[src/rtl/rptw_pkg.sv]
// Shared types, sizes and codes of the radix page table walker.
// Depends on nothing; rptw_ctrl, rptw_datapath, the top level and the checker import it.
package rptw_pkg;

	localparam int NUM_FRAMES = 64;
	localparam int LEVELS = 5;
	localparam int INDEX_BITS = 9;

	localparam int ENTRIES = 1 << INDEX_BITS;
	localparam int DEPTH = NUM_FRAMES * ENTRIES;
	localparam int FRAME_W = (NUM_FRAMES > 1) ? $clog2(NUM_FRAMES) : 1;
	localparam int ADDR_W = FRAME_W + INDEX_BITS;

	localparam int VPN_W = 45;
	localparam int PPN_W = 52;
	// An entry keeps its valid bit and the 52-bit page or frame number above it.
	localparam int ENT_W = PPN_W + 1;

	localparam int ROOT_W = 6;
	localparam int FFREE_W = 7;
	localparam int FU_W = $clog2(NUM_FRAMES + 1);
	localparam int NXT_W = ((FU_W > FFREE_W) ? FU_W : FFREE_W) + 1;
	localparam int LVL_W = (LEVELS > 1) ? $clog2(LEVELS) : 1;

	localparam int CFG_IDX_W = 1;
	localparam int CFG_DATA_W = FFREE_W;
	localparam logic [CFG_IDX_W-1:0] CFG_ROOT_FRAME = 1'd0;
	localparam logic [CFG_IDX_W-1:0] CFG_FIRST_FREE = 1'd1;

	typedef struct packed {
		logic             mode;
		logic [VPN_W-1:0] vpn;
		logic [PPN_W-1:0] ppn;
		logic             unmap;
	} req_t;

	typedef struct packed {
		logic             mapped;
		logic [PPN_W-1:0] ppn_out;
		logic             status;
	} rsp_t;

	typedef struct packed {
		logic take;
		logic rd;
		logic adv;
		logic clr;
		logic zero;
		logic link;
		logic leaf;
		logic hit;
		logic abort;
		logic finish;
	} cmd_t;

	typedef struct packed {
		logic mode;
		logic unmap;
		logic last_lvl;
		logic root_bad;
		logic ent_valid;
		logic ent_follow;
		logic alloc_bad;
		logic clr_last;
		logic zero_last;
		logic out_busy;
	} sts_t;

endpackage

[src/rtl/rptw_ctrl.sv]
// Walk sequencer of the page table walker: reset clear, level walk, allocation.
// Depends on rptw_pkg; drives the datapath through cmd_t and reads sts_t.
module rptw_ctrl (
	input  logic          clk,
	input  logic          arst_n,
	input  logic          req_valid,
	output logic          req_ready,
	input  rptw_pkg::sts_t sts,
	output rptw_pkg::cmd_t cmd
);
	import rptw_pkg::*;

	typedef enum logic [2:0] {
		ST_CLEAR,
		ST_IDLE,
		ST_READ,
		ST_EVAL,
		ST_ZERO,
		ST_LINK,
		ST_FINISH
	} state_t;

	state_t state_q;
	state_t state_d;

	always_comb begin
		cmd = '0;
		req_ready = 1'b0;
		state_d = state_q;
		case (state_q)
			ST_CLEAR: begin
				cmd.clr = 1'b1;
				if (sts.clr_last) begin
					state_d = ST_IDLE;
				end
			end
			ST_IDLE: begin
				req_ready = 1'b1;
				if (req_valid) begin
					cmd.take = 1'b1;
					state_d = sts.root_bad ? ST_FINISH : ST_READ;
				end
			end
			ST_READ: begin
				// An update writes the leaf without reading it first.
				if (!sts.mode && sts.last_lvl) begin
					cmd.leaf = 1'b1;
					state_d = ST_FINISH;
				end else begin
					cmd.rd = 1'b1;
					state_d = ST_EVAL;
				end
			end
			ST_EVAL: begin
				if (sts.last_lvl) begin
					cmd.hit = sts.ent_valid;
					state_d = ST_FINISH;
				end else if (sts.ent_follow) begin
					cmd.adv = 1'b1;
					state_d = ST_READ;
				end else if (sts.mode || sts.unmap) begin
					state_d = ST_FINISH;
				end else if (sts.alloc_bad) begin
					cmd.abort = 1'b1;
					state_d = ST_FINISH;
				end else begin
					state_d = ST_ZERO;
				end
			end
			ST_ZERO: begin
				cmd.zero = 1'b1;
				if (sts.zero_last) begin
					state_d = ST_LINK;
				end
			end
			ST_LINK: begin
				cmd.link = 1'b1;
				state_d = ST_READ;
			end
			ST_FINISH: begin
				if (!sts.out_busy) begin
					cmd.finish = 1'b1;
					state_d = ST_IDLE;
				end
			end
			default: begin
				state_d = ST_CLEAR;
			end
		endcase
	end

	always_ff @(posedge clk or negedge arst_n) begin
		if (!arst_n) begin
			state_q <= ST_CLEAR;
		end else begin
			state_q <= state_d;
		end
	end

endmodule

[config.mk]
export PLATFORM = sky130hd
export DESIGN_NAME = rptw_ctrl
export DESIGN_NICKNAME = d
export VERILOG_FILES = /design/src/rtl/rptw_pkg.sv /design/src/rtl/rptw_ctrl.sv
export SDC_FILE = /design/constraint.sdc
export NUM_CORES = 1
export LEC_CHECK = 0
export BUFFER_PORTS_ARGS = -buffer_cell sky130_fd_sc_hd__buf_2
export CORE_MARGIN = 1
export CORE_UTILIZATION = 25
export DETAILED_ROUTE_END_ITERATION = 10
export PLACE_DENSITY_LB_ADDON = 0.08
export SETUP_SLACK_MARGIN = 0.5
export SYNTH_ARGS = -nofsm -noshare
export SYNTH_HDL_FRONTEND = slang
export SYNTH_SLANG_ARGS = --single-unit
[constraint.sdc]
create_clock -name clk -period 2.2 [get_ports clk]
set_clock_uncertainty 0.15 [all_clocks]
set_input_delay 0.33 -clock clk [delete_from_list [all_inputs] [get_ports clk]]
set_output_delay 0.33 -clock clk [all_outputs]
set_load 0.03 [all_outputs]
**After elaboration in Yosys (flattened, before gate mapping)**

Cells that the tools add are included.

- Bits in registers: 3
- Bits of input ports: 13

- Equal/unequal tests: 10
- Muxes and demuxes: 32
- Reductions and logical operators: 5

Operator list:

| kind | number |
|---|---|
| two-way mux 3 bit | 9 |
| case mux 3 bit (7 select lines) | 1 |
| two-way mux 1 bit | 20 |
| equality test 3 bit, second input constant | 3 |
| inequality test 2 bit, second input constant | 4 |
| equality test 3 x 2 -> 1 bit, second input constant | 2 |
| two-way mux 2 bit | 2 |
| AND reduction 4 bit | 1 |
| equality test 3 x 1 -> 1 bit, second input constant | 1 |
| logical NOT 3 bit | 1 |
| logical AND 1 bit | 1 |
| logical NOT 1 bit | 1 |
| logical OR 1 bit | 1 |

**Depth between registers and ports, before layout**

- Word-level depth: 5
- Depth in mapped cells: 4
- Mapped depth without buffers: 3

**Worst setup path before layout**

No wires, ideal clock.

- Kind: reg-to-output
- From: register state_q[2]
- To: output port cmd[3] (netlist bit)
- Data arrival time: 1.600 ns
- Data required time: 1.720 ns
- Setup slack: 0.120 ns
- Stages on the path, launching flop included: 4
- Buffers on the path: 1
- Cell sequence: dfrtp_1 buf_2 nand2b_1 nor4_1

RTL lines:

| what | line | source |
|---|---|---|
| start: declaration | rptw_ctrl.sv:23 | `state_t state_q;` |
| start signal: assignment | rptw_ctrl.sv:96 | `state_q <= state_d;` |
| end: declaration | rptw_ctrl.sv:9 | `output rptw_pkg::cmd_t cmd` |

==> impl_metrics.toml <==
[clocking]
cts_buffer_depth = 2
numCtsBuffers = 3
clock_latency_ps = 230
cts_tree = "done"
cts_num_sinks = 3
clk_pin_slew_ps = 40
cts_root_buffer = "clkbuf_4"
cts.htree.levels = 1

[routing]
ant_nets = 0
dr.pass1.iters = 4
wire_per_inst_um = 10.99
drc = 0
viasPerCell = 4.811
num_vias = 433
detail_route.iter0.violations = 2
routed_wl_um = 989

[yosys]
synth_cell_types = 23
yosysMostFrequentCell = "nor2_1"
synth_area_leaders = "dfrtp_1 23%, nand2b_1 9.4%, nor3_1 7.5%"
synth_top_area_share_pct = 22.56
syn_area_um2 = 332.8
ys_seq_area_share_pct = 22.56
synth_cells = 44
yosys-top-cells-count = "6 x nor2_1, 5 x nand2b_1, 5 x nor3_1"
async_flop_share_pct = 100.0
synth_seq_cells = 3
syn_nets = 57
synth_top_area_cell = "dfrtp_1"
syn_avg_cell_area_um2 = 7.564
synth_edf_count = 0
synth_flop_cell = "dfrtp_1"
ys_warn_count = 0

[final_layout]
top_register = "state_q"
fin_nets = 90
area_growth_pct = 90.60
antenna_cells = 0
reg_top3 = "state_q (3)"
largest_reg_flops = 3
final_layout_size_suffix_gt1_share_pct = 60.53

[timing]
setup_viol = 0
fin_crit_sh_pct = 78.96
min_period_ps = 1737
worst_slack_ps = 462.9
timing.slew.headroom_pct = 82.22
max_freq_mhz = 575.7
fin_tns_setup_ps = 0
maxSlewViolCount = 0
worst_slew_pin_slew_ps = 264.6
finalHoldViolations = 0
rsz0062_at_grt = "yes"

[floorplanning]
die_h_um = 38.49
row_count = 12
ios = 24
die_x_um = 38.49
die-area_um2 = 1481
core_area_um2 = 1171
initial_core_util_pct = 28.42

[placement]
port_buffers = 23
dp_slack_ps = 477.5
gp_congestion = 0.6881

[run]
maxCapViolations = 0

[global_route]
grt_pass1_wl_um = 1566
gr-usage-met3_pct = 4.070
met2_usage_pct = 23.75
overflow = 0
grt_antenna_before_repair = 0
grt_usage_pct = 15.40
grt_use_met1_pct = 19.43
grt_max_degree = 10
grt_pass1_vias = 388
top_usage_layer = "met2"

[power]
power_density_nw_per_um2 = 1364
ir_worst_vdd_mv = 0.4902
power.leakage_nw = 0.3119
total_power_mw = 0.8650

[critical_path]
critPathMaxStageDelay_ps = 390
crit_type = "register to primary output"
cp_max_fo = 4
crit_path_top_delay_cell = "dfrtp_1"
crit_path_start_kind = "register"
path_cells = "nand2b_4 > nor3b_2 > and3_1 > buf_6"
critPathCaptureType = "primary output"
worstPathArrival_ps = 1260
required_ps = 1720

[hold_path]
hold_path_class = "input port to register"

[run_status]
status = "finished clean"
-- metal layers --
metal / up-vias / routed length (um)
met2: 23 / 502
met1: 189 / 392
met4: 0 / 0
li1: 221 / -
met5: - / 0
met3: 0 / 94
-- worst max-delay path, delay by kind of cell (launching register included) --
kind | cells | cell delay, ps
AND/OR/NAND/NOR | 3 | 510
flip-flops | 1 | 390
buffers and inverters | 1 | 130
-- cell type report --
| cell class | count | area, um2 |
|---|---|---|
| fill | 121 | 536.8 |
| multi-input combinational | 36 | 284.0 |
| timing repair buffer | 31 | 219.0 |
| sequential | 3 | 77.57 |
| clock buffer | 4 | 26.28 |
| tap | 14 | 17.52 |
| inverter | 2 | 10.01 |
-- final timing paths --
| check | startpoint | slack [ps] | cells past startpoint | endpoint |
|---|---|---|---|---|
| max | state_q[2] | 460 | 4 | cmd[1] |
| min | req_valid | 260 | 3 | state_q[1] |
| max reg2reg | state_q[0] | 700 | 5 | state_q[1] |
| min reg2reg | state_q[2] | 550 | 2 | state_q[0] |
| max in group asynchronous | arst_n | 1510 | 2 | state_q[0] |
| min in group asynchronous | arst_n | 270 | 2 | state_q[1] |
-- stage by stage --
| step | instance area [um2] | hold slack (ps) | utilization [%] | std cells |
|---|---|---|---|---|
| 2_1_floorplan | 347.8 | -115.6 | - | 44 |
| 6_report | 634.4 | 261.1 | 54.17 | 90 |
| 3_5_place_dp | 466.7 | -23.56 | 39.85 | 79 |
| 5_1_grt | 634.4 | 274.4 | 54.17 | 90 |
| 3_3_place_gp | 466.7 | -23.03 | 39.85 | 79 |
| 4_1_cts | 581.8 | 246.6 | 49.68 | 89 |
-- power by group --
part	internal, mW	switching (mW)
logic	0.308	0.326
clock network	0.0680	0.0293
registers	0.0879	0.0457
-- logic make-up (layout without fill, tap and decap cells) --
group | Yosys count | after routing | share of synthesized area [%]
buffers and inverters | 5 | 37 | 8.647
AOI/OAI and AO/OA | 9 | 9 | 21.43
and+or+nand+nor | 27 | 27 | 47.37
DFF | 3 | 3 | 22.56
-- cells in the final DEF, fill, tap and decap left out, types with 2 or more instances in the layout --
master	n
a31oi_1	2
and3b_1	2
nor3_1	3
buf_2	14
nor2_1	5
clkbuf_4	4
and3_1	2
nand2b_4	3
nand2b_1	2
dfrtp_2	2
buf_6	5
buf_4	10
-- timing repair --
action / CTS / global route
hold endpoints to repair: 3 / 0
pin swaps: 2 / 0
hold buffers: 1 / 0
resized for setup: 15 / 13
endpoints found under the setup margin: 10 / 9
setup buffers: 5 / 1
(Power assumes the default switching activity.)
